File: config.mk
export PLATFORM = sky130hd
export DESIGN_NAME = array_double_ended_queue_flat
export DESIGN_NICKNAME = d
export VERILOG_FILES = /design/src/sv/adeq_pkg.sv /design/src/sv/adeq_ifs.sv /design/src/sv/adeq_ctrl.sv /design/src/sv/adeq_dp.sv /design/src/sv/array_double_ended_queue.sv /design/src/flat_wrapper.sv
export SDC_FILE = /design/constraint.sdc
export NUM_CORES = 1
export LEC_CHECK = 0
export BUFFER_PORTS_ARGS = -buffer_cell sky130_fd_sc_hd__buf_2
export CORE_MARGIN = 2
export CORE_UTILIZATION = 25
export CTS_CLUSTER_SIZE = 28
export DETAILED_ROUTE_END_ITERATION = 10
export SKIP_CTS_REPAIR_TIMING = 1
export SYNTH_ARGS = -nofsm -noshare
export SYNTH_HDL_FRONTEND = slang
export SYNTH_SLANG_ARGS = --single-unit
File: constraint.sdc
create_clock -name i_clk -period 10.05 [get_ports i_clk]
set_clock_uncertainty 0.1 [all_clocks]
set_input_delay 0.5025 -clock i_clk [delete_from_list [all_inputs] [get_ports i_clk]]
set_output_delay 0.5025 -clock i_clk [all_outputs]
set_load 0.01 [all_outputs]
File: src/sv/adeq_pkg.sv
// ----------------------------------------------------------------------------
// adeq_pkg
// Shared types and constants for the array double-ended queue.
// ----------------------------------------------------------------------------
package adeq_pkg;

    localparam int DEPTH_DEF = 16;
    localparam int VAL_W     = 32;

    typedef enum logic [1:0] {
        OP_PUSH_FRONT = 2'd0,
        OP_PUSH_REAR  = 2'd1,
        OP_POP_FRONT  = 2'd2,
        OP_POP_REAR   = 2'd3
    } t_opcode;

    typedef enum logic [1:0] {
        ST_OK      = 2'd0,
        ST_NOFRONT = 2'd1,
        ST_FULL    = 2'd2,
        ST_EMPTY   = 2'd3
    } t_status;

    // controller to datapath
    typedef struct packed {
        logic accept;    // request taken this cycle
        logic load_pop;  // move read data into the result register
    } t_dp_cmd;

    // datapath to controller
    typedef struct packed {
        logic pop_hit;   // current request is a pop of a non-empty queue
    } t_dp_sts;

endpackage

File: src/sv/adeq_ifs.sv
// ----------------------------------------------------------------------------
// adeq request and response channels
// Valid/ready channels carrying one queue request or one result.
// ----------------------------------------------------------------------------
interface adeq_req_if
    import adeq_pkg::*;
();
    logic               valid;
    logic               ready;
    t_opcode            opcode;
    logic signed [31:0] push_value;

    modport source (output valid, output opcode, output push_value, input ready);
    modport sink   (input valid, input opcode, input push_value, output ready);
endinterface

interface adeq_rsp_if
    import adeq_pkg::*;
();
    logic               valid;
    logic               ready;
    logic signed [31:0] pop_value;
    t_status            status;

    modport source (output valid, output pop_value, output status, input ready);
    modport sink   (input valid, input pop_value, input status, output ready);
endinterface

File: src/sv/adeq_ctrl.sv
// ----------------------------------------------------------------------------
// adeq_ctrl
// Sequencer: takes requests, waits in S_POP on the registered memory read for
// pops and owns the result valid flag.
// ----------------------------------------------------------------------------
module adeq_ctrl
    import adeq_pkg::*;
(
    input  logic    i_clk,
    input  logic    i_rst_n,
    input  logic    i_req_valid,
    output logic    o_req_ready,
    output logic    o_rsp_valid,
    input  logic    i_rsp_ready,
    input  t_dp_sts i_sts,
    output t_dp_cmd o_cmd
);

    typedef enum logic [1:0] {
        S_IDLE = 2'b01,
        S_POP  = 2'b10
    } t_state;

    t_state r_state, n_state;
    logic   r_rsp_valid, n_rsp_valid;
    logic   req_ready;
    logic   accept;

    // a request may enter in S_IDLE when the result register is free or drains now
    assign req_ready = (r_state == S_IDLE) && (!r_rsp_valid || i_rsp_ready);
    assign accept    = i_req_valid && req_ready;

    always_comb begin
        n_state     = r_state;
        n_rsp_valid = r_rsp_valid;
        if (r_rsp_valid && i_rsp_ready) begin
            n_rsp_valid = 1'b0;
        end
        unique case (r_state)
            S_IDLE: begin
                if (accept) begin
                    if (i_sts.pop_hit) begin
                        n_state = S_POP;
                    end else begin
                        n_rsp_valid = 1'b1;
                    end
                end
            end
            S_POP: begin
                n_state     = S_IDLE;
                n_rsp_valid = 1'b1;
            end
            default: begin
                n_state = S_IDLE;
            end
        endcase
    end

    always_ff @(posedge i_clk) begin
        if (!i_rst_n) begin
            r_state     <= S_IDLE;
            r_rsp_valid <= 1'b0;
        end else begin
            r_state     <= n_state;
            r_rsp_valid <= n_rsp_valid;
        end
    end

    assign o_req_ready    = req_ready;
    assign o_rsp_valid    = r_rsp_valid;
    assign o_cmd.accept   = accept;
    assign o_cmd.load_pop = (r_state == S_POP);

endmodule

File: src/sv/adeq_dp.sv
// ----------------------------------------------------------------------------
// adeq_dp
// Datapath: slot memory, head and tail indices, result register.
// ----------------------------------------------------------------------------
module adeq_dp
    import adeq_pkg::*;
#(
    parameter int DEPTH = DEPTH_DEF
) (
    input  logic               i_clk,
    input  logic               i_rst_n,
    input  t_dp_cmd            i_cmd,
    output t_dp_sts            o_sts,
    input  t_opcode            i_opcode,
    input  logic signed [31:0] i_push_value,
    output logic signed [31:0] o_pop_value,
    output t_status            o_status
);

    localparam int AW = (DEPTH > 1) ? $clog2(DEPTH) : 1;
    localparam int IW = $clog2(DEPTH + 1);

    logic [VAL_W-1:0]        r_mem [DEPTH];
    logic [VAL_W-1:0]        r_rd_data;
    logic [IW-1:0]           r_head, n_head;
    logic [IW-1:0]           r_tail, n_tail;
    logic signed [VAL_W-1:0] r_pop_value;
    t_status                 r_status;

    logic                    empty;
    logic                    no_front;
    logic                    full;
    logic                    wr_en;
    logic [AW-1:0]           wr_addr;
    logic [AW-1:0]           rd_addr;
    t_status                 op_status;
    logic                    pop_hit;

    assign empty    = (r_head == r_tail);
    assign no_front = (r_head == '0);
    assign full     = (r_tail == IW'(DEPTH));

    always_comb begin
        n_head    = r_head;
        n_tail    = r_tail;
        wr_en     = 1'b0;
        op_status = ST_OK;
        pop_hit   = 1'b0;
        unique case (i_opcode)
            OP_PUSH_FRONT: begin
                if (no_front) begin
                    op_status = ST_NOFRONT;
                end else begin
                    n_head = r_head - IW'(1);
                    wr_en  = 1'b1;
                end
            end
            OP_PUSH_REAR: begin
                if (full) begin
                    op_status = ST_FULL;
                end else begin
                    n_tail = r_tail + IW'(1);
                    wr_en  = 1'b1;
                end
            end
            OP_POP_FRONT: begin
                if (empty) begin
                    op_status = ST_EMPTY;
                end else begin
                    n_head  = r_head + IW'(1);
                    pop_hit = 1'b1;
                end
            end
            OP_POP_REAR: begin
                if (empty) begin
                    op_status = ST_EMPTY;
                end else begin
                    n_tail  = r_tail - IW'(1);
                    pop_hit = 1'b1;
                end
            end
            default: begin
                op_status = ST_OK;
            end
        endcase
    end

    // front push writes below the old head, rear pop reads below the old tail
    assign wr_addr = (i_opcode == OP_PUSH_FRONT) ? n_head[AW-1:0] : r_tail[AW-1:0];
    assign rd_addr = (i_opcode == OP_POP_FRONT) ? r_head[AW-1:0] : n_tail[AW-1:0];

    always_ff @(posedge i_clk) begin
        if (i_cmd.accept && wr_en) begin
            r_mem[wr_addr] <= i_push_value;
        end
        if (i_cmd.accept) begin
            r_rd_data <= r_mem[rd_addr];
        end
    end

    always_ff @(posedge i_clk) begin
        if (!i_rst_n) begin
            r_head <= '0;
            r_tail <= '0;
        end else if (i_cmd.accept) begin
            r_head <= n_head;
            r_tail <= n_tail;
        end
    end

    always_ff @(posedge i_clk) begin
        if (i_cmd.load_pop) begin
            r_pop_value <= r_rd_data;
            r_status    <= ST_OK;
        end else if (i_cmd.accept && !pop_hit) begin
            r_pop_value <= (op_status == ST_EMPTY) ? '1 : '0;
            r_status    <= op_status;
        end
    end

    assign o_sts.pop_hit = pop_hit;
    assign o_pop_value   = r_pop_value;
    assign o_status      = r_status;

endmodule

File: src/sv/array_double_ended_queue.sv
// ----------------------------------------------------------------------------
// array_double_ended_queue
// Non-wrapping double-ended queue over a fixed slot memory.
//
//   channel   dir  fields                          handshake
//   i_req     in   opcode[1:0], push_value[31:0]   valid/ready
//   o_rsp     out  pop_value[31:0], status[1:0]    valid/ready
//
// Pushes and failed pops give their result in the cycle after acceptance.
// Successful pops pass through S_POP first: the slot memory read port is registered.
// A new request is taken while the controller is idle and the result register is empty or being drained.
// Reset (synchronous, active low) clears head, tail and the result valid flag.
// A stalled result holds the request channel off until it is taken.
// ----------------------------------------------------------------------------
module array_double_ended_queue
    import adeq_pkg::*;
#(
    parameter int DEPTH = DEPTH_DEF
) (
    input  logic        i_clk,
    input  logic        i_rst_n,
    adeq_req_if.sink    i_req,
    adeq_rsp_if.source  o_rsp
);

    t_dp_cmd cmd;
    t_dp_sts sts;
    logic    req_ready;
    logic    rsp_valid;

    adeq_ctrl u_ctrl (
        .i_clk       (i_clk),
        .i_rst_n     (i_rst_n),
        .i_req_valid (i_req.valid),
        .o_req_ready (req_ready),
        .o_rsp_valid (rsp_valid),
        .i_rsp_ready (o_rsp.ready),
        .i_sts       (sts),
        .o_cmd       (cmd)
    );

    adeq_dp #(
        .DEPTH (DEPTH)
    ) u_dp (
        .i_clk        (i_clk),
        .i_rst_n      (i_rst_n),
        .i_cmd        (cmd),
        .o_sts        (sts),
        .i_opcode     (i_req.opcode),
        .i_push_value (i_req.push_value),
        .o_pop_value  (o_rsp.pop_value),
        .o_status     (o_rsp.status)
    );

    assign i_req.ready = req_ready;
    assign o_rsp.valid = rsp_valid;

    // a successful pop shows its result only after the S_POP state has loaded the read data
    a_pop_latency: assert property (@(posedge i_clk) disable iff (!i_rst_n)
        (cmd.accept && sts.pop_hit) |=> !o_rsp.valid ##1 o_rsp.valid)
        else $error("pop result timing broken");

    // nothing enters while a result is stalled
    a_no_overrun: assert property (@(posedge i_clk) disable iff (!i_rst_n)
        (o_rsp.valid && !o_rsp.ready) |-> !cmd.accept)
        else $error("request accepted over a stalled result");

    // an empty report always carries the all-ones value
    a_empty_value: assert property (@(posedge i_clk) disable iff (!i_rst_n)
        (o_rsp.valid && o_rsp.status == ST_EMPTY) |-> (o_rsp.pop_value == -32'sd1))
        else $error("empty result without all-ones value");

    // the datapath never loads a pop result while a new request is taken
    a_cmd_excl: assert property (@(posedge i_clk) disable iff (!i_rst_n)
        cmd.load_pop |-> !cmd.accept)
        else $error("pop load overlaps acceptance");

endmodule

File: src/flat_wrapper.sv
// flat-port wrapper written by rule: the top's interface ports become plain ports
module array_double_ended_queue_flat import adeq_pkg::*;
#(
    parameter int DEPTH = DEPTH_DEF
)
  (i_clk, i_rst_n, i_req_valid, i_req_opcode, i_req_push_value, i_req_ready, o_rsp_valid, o_rsp_pop_value, o_rsp_status, o_rsp_ready);
  adeq_req_if i_req_i ();
  adeq_rsp_if o_rsp_i ();
  input  logic i_clk;
  input  logic i_rst_n;
  input wire logic [$bits(i_req_i.valid)-1:0] i_req_valid;
  input wire logic [$bits(i_req_i.opcode)-1:0] i_req_opcode;
  input wire logic [$bits(i_req_i.push_value)-1:0] i_req_push_value;
  output wire logic [$bits(i_req_i.ready)-1:0] i_req_ready;
  output wire logic [$bits(o_rsp_i.valid)-1:0] o_rsp_valid;
  output wire logic [$bits(o_rsp_i.pop_value)-1:0] o_rsp_pop_value;
  output wire logic [$bits(o_rsp_i.status)-1:0] o_rsp_status;
  input wire logic [$bits(o_rsp_i.ready)-1:0] o_rsp_ready;
  assign i_req_i.valid = i_req_valid;
  assign i_req_i.opcode = i_req_opcode;
  assign i_req_i.push_value = i_req_push_value;
  assign i_req_ready = i_req_i.ready;
  assign o_rsp_valid = o_rsp_i.valid;
  assign o_rsp_pop_value = o_rsp_i.pop_value;
  assign o_rsp_status = o_rsp_i.status;
  assign o_rsp_i.ready = o_rsp_ready;
  array_double_ended_queue #(.DEPTH(DEPTH)) u_core (.i_clk(i_clk), .i_rst_n(i_rst_n), .i_req(i_req_i), .o_rsp(o_rsp_i));
endmodule
==> metrics.cfg <==
[global_route]
grt_max_degree=209
grt_pass1_wl_um=88650
grt_usage_pct=11.95
grt_pass1_vias=13980
grt_antenna_before_repair=11
grt_overflow=0

[route]
vias_per_cell=4.601
ant_nets=0
initialDrtViolationCount=1364
drc_errors=0
vias=13940
firstDrtPassIters=5
totalWireLength_um=59870
wl_per_cell_um=19.77

[synth]
yosysWarnings=0
async_flop_share_pct=0
netlist.area_leader.share_pct=72.50
netlist_instances=1665
yosysMostFrequentCell=edfxtp_1
ys_seq_elements=591
yosys-top-cells-area=edfxtp_1 (72%), nand2_1 (6.0%), mux2i_1 (2.8%)
avgSynthCellArea_um2=14.33
synth_edf_count=576
yosys.area.top_type=edfxtp_1
ys_types=52
syn_area_um2=23860
seq_area_frac_synth_pct=73.76
synth_top_flop_cell=edfxtp_1
synthesis.nets=1711
synthTopCellsByCount=edfxtp_1 (576), nand2_1 (383), and3_1 (95), nand3_1 (68), mux2i_1 (66)

[clock_tree]
cts.clk_slew.worst_paths_ns=0.06
cts_buffers=55
clkLatencyLatePin_ns=0.61
cts_sinks=591
htreeDepth=2
cts-root-buf=clkbuf_16
clk_path_buf_depth=3
cts_tree=built

[timing]
finalCriticalPeriod_ns=5.001
rsz0062_at_grt=false
finalCritPeriodShare_pct=49.76
relSlewSlack_pct=25.93
worst_pin_slew_ns=1.111
timing.fmax_mhz=200.0
final-hold-violation-count=0
slew_violations=0
finalSetupViolations=0
finalSetupTns_ns=0

[setup_path]
crit_arrival_ns=5.37
path_max_fanout=69
critical_path.cell_chain=inv_1 -> ha_1 -> a222oi_1 -> and3_4 -> buf_4 -> buf_4 -> nand2_1 -> and3_1 -> o32ai_1 -> a311o_1
path_common_cell=buf_4
crit_type=reg -> reg
slowest_delay_ns=0.77
worst-path-stages=10
end_kind=register
crit_path_start_kind=register
slowest_stage=and3_4
cp.required_ns=10.42
reg2reg_depth=10
crit_family=buffers and inverters
crit_buf_inv=3

[die]
rows=113
die_h_um=312.9
dieArea_um2=97920
io_pins=74
coreArea_um2=94730
die_w_um=312.9
start_util_pct=25.19

[placement]
portBuffers=73
gp_congestion=0.7910
dp_hpwl_um=31000
dp.cells=2925

[cells_and_area]
final_core_util_pct=28.85
final_cells=3029
final_nets=1763
drive_gt1_share_pct=13.67
syn_to_final_growth_pct=14.56

[worst_hold_path]
hold-path-cell-count=2
holdCritPathClass=in -> reg

[status]
status=finished clean

[run]
maxCapViolations=0

[power_and_ir_drop]
ir_worst_vdd_v=0.0001394
leakage_nw=9.194
cellPowerDensity_nw_per_um2=224.0

## registers in the layout (all words and copies together), names as in the netlist
register and cells:
u_core.u_ctrl.o_rsp_valid 1, u_core.u_ctrl.r_state 2, u_core.u_dp.r_mem 512, u_core.u_dp.r_head 5
u_core.u_dp.r_tail 5, u_core.u_dp.r_rd_data 32, u_core.u_dp.o_pop_value 32, u_core.u_dp.o_status 2
## final cells by class
class	instances	area, um^2
inverter	12	45.04
multi-input combinational	956	5783
antenna	1	2.502
tap	1265	1583
clock buffer	66	1418
sequential	591	17600
timing repair buffer	101	588.1
fill	9488	67400
clock inverter	37	316.6
## layout by cell type (no fill, tap or decap), drive strengths merged, types with 3 or more instances in the layout
cell      n
edfxtp  576
nand2   383
buf     101
and3     96
nand3    70
mux2i    66
clkbuf   66
nor2     47
a21oi    46
a21o     35
o32ai    34
a211oi   33
mux2     33
a311o    31
clkinv   28
o21ai    17
dfxtp    15
inv      14
xnor2    10
ha        8
a22oi     6
bufinv    5
nor3      4
xor2      4
nand2b    3
o22ai     3
nand4     3
## layer usage
layer  GRT usage [%]  vias up  part of all wire [%]
met1           14.50     7045                    40
met4           4.600       10                   3.4
li1                -     6346                     -
met2           21.18      426                    51
met3           1.958      109                   5.5
met5               0        -                 0.078
## kinds of logic (layout without fill, tap and decap cells)
| kind of cell | Yosys count | in the layout | synth area share, % |
|---|---|---|---|
| buffers and inverters | 118 | 216 | 2.701 |
| AO/OA/AOI/OAI | 219 | 219 | 6.823 |
| AND/OR/NAND/NOR | 616 | 616 | 11.38 |
| XOR/XNOR | 14 | 14 | 0.5769 |
| adder cells (fa/ha/maj) | 8 | 8 | 0.4196 |
| other | 0 | 1 | 0 |
| multiplexers | 99 | 99 | 4.342 |
| flip-flops | 591 | 591 | 73.76 |
## final timing paths
check                           startpoint                        end  slack, ns
hold / removal                     i_rst_n   u_core.u_ctrl.r_state[0]       0.03
setup reg to reg     u_core.u_dp.r_tail[0]  u_core.u_dp.r_rd_data[26]       5.05
hold reg to reg   u_core.u_ctrl.r_state[1]   u_core.u_ctrl.r_state[1]       0.41
setup / recovery     u_core.u_dp.r_tail[0]  u_core.u_dp.r_rd_data[26]       5.05
## worst register-to-register path, cell delays in order, from the launching register on
cell	delay, ns
dfxtp_1	0.61
inv_1	0.20
ha_1	0.39
a222oi_1	0.51
and3_4	0.77
buf_4	0.78
buf_4	0.70
nand2_1	0.15
and3_1	0.20
o32ai_1	0.29
a311o_1	0.17
## power by group
part           switching, mW  leakage (nW)  total, mW  internal [mW]
Combinational          0.742          3.00       1.16          0.413
Sequential            0.0622          5.35       2.94           2.88
Clock                  0.890         0.846       2.02           1.13
Total                   1.69          9.19       6.12           4.43
## through the flow
stage          setup WS [ns]  total power, mW  hold slack [ns]  area (um^2)
6_report               5.049            6.122          0.03413        27330
3_3_place_gp           5.156            4.140           0.3823        25600
5_1_grt                4.687            6.375          0.02885        27330
3_5_place_dp           5.042            4.160           0.4036        25600
4_1_cts                5.104            6.179        -0.007805        27330
2_1_floorplan          6.104            3.790           0.3624        23860
(Power assumes the default switching activity.)
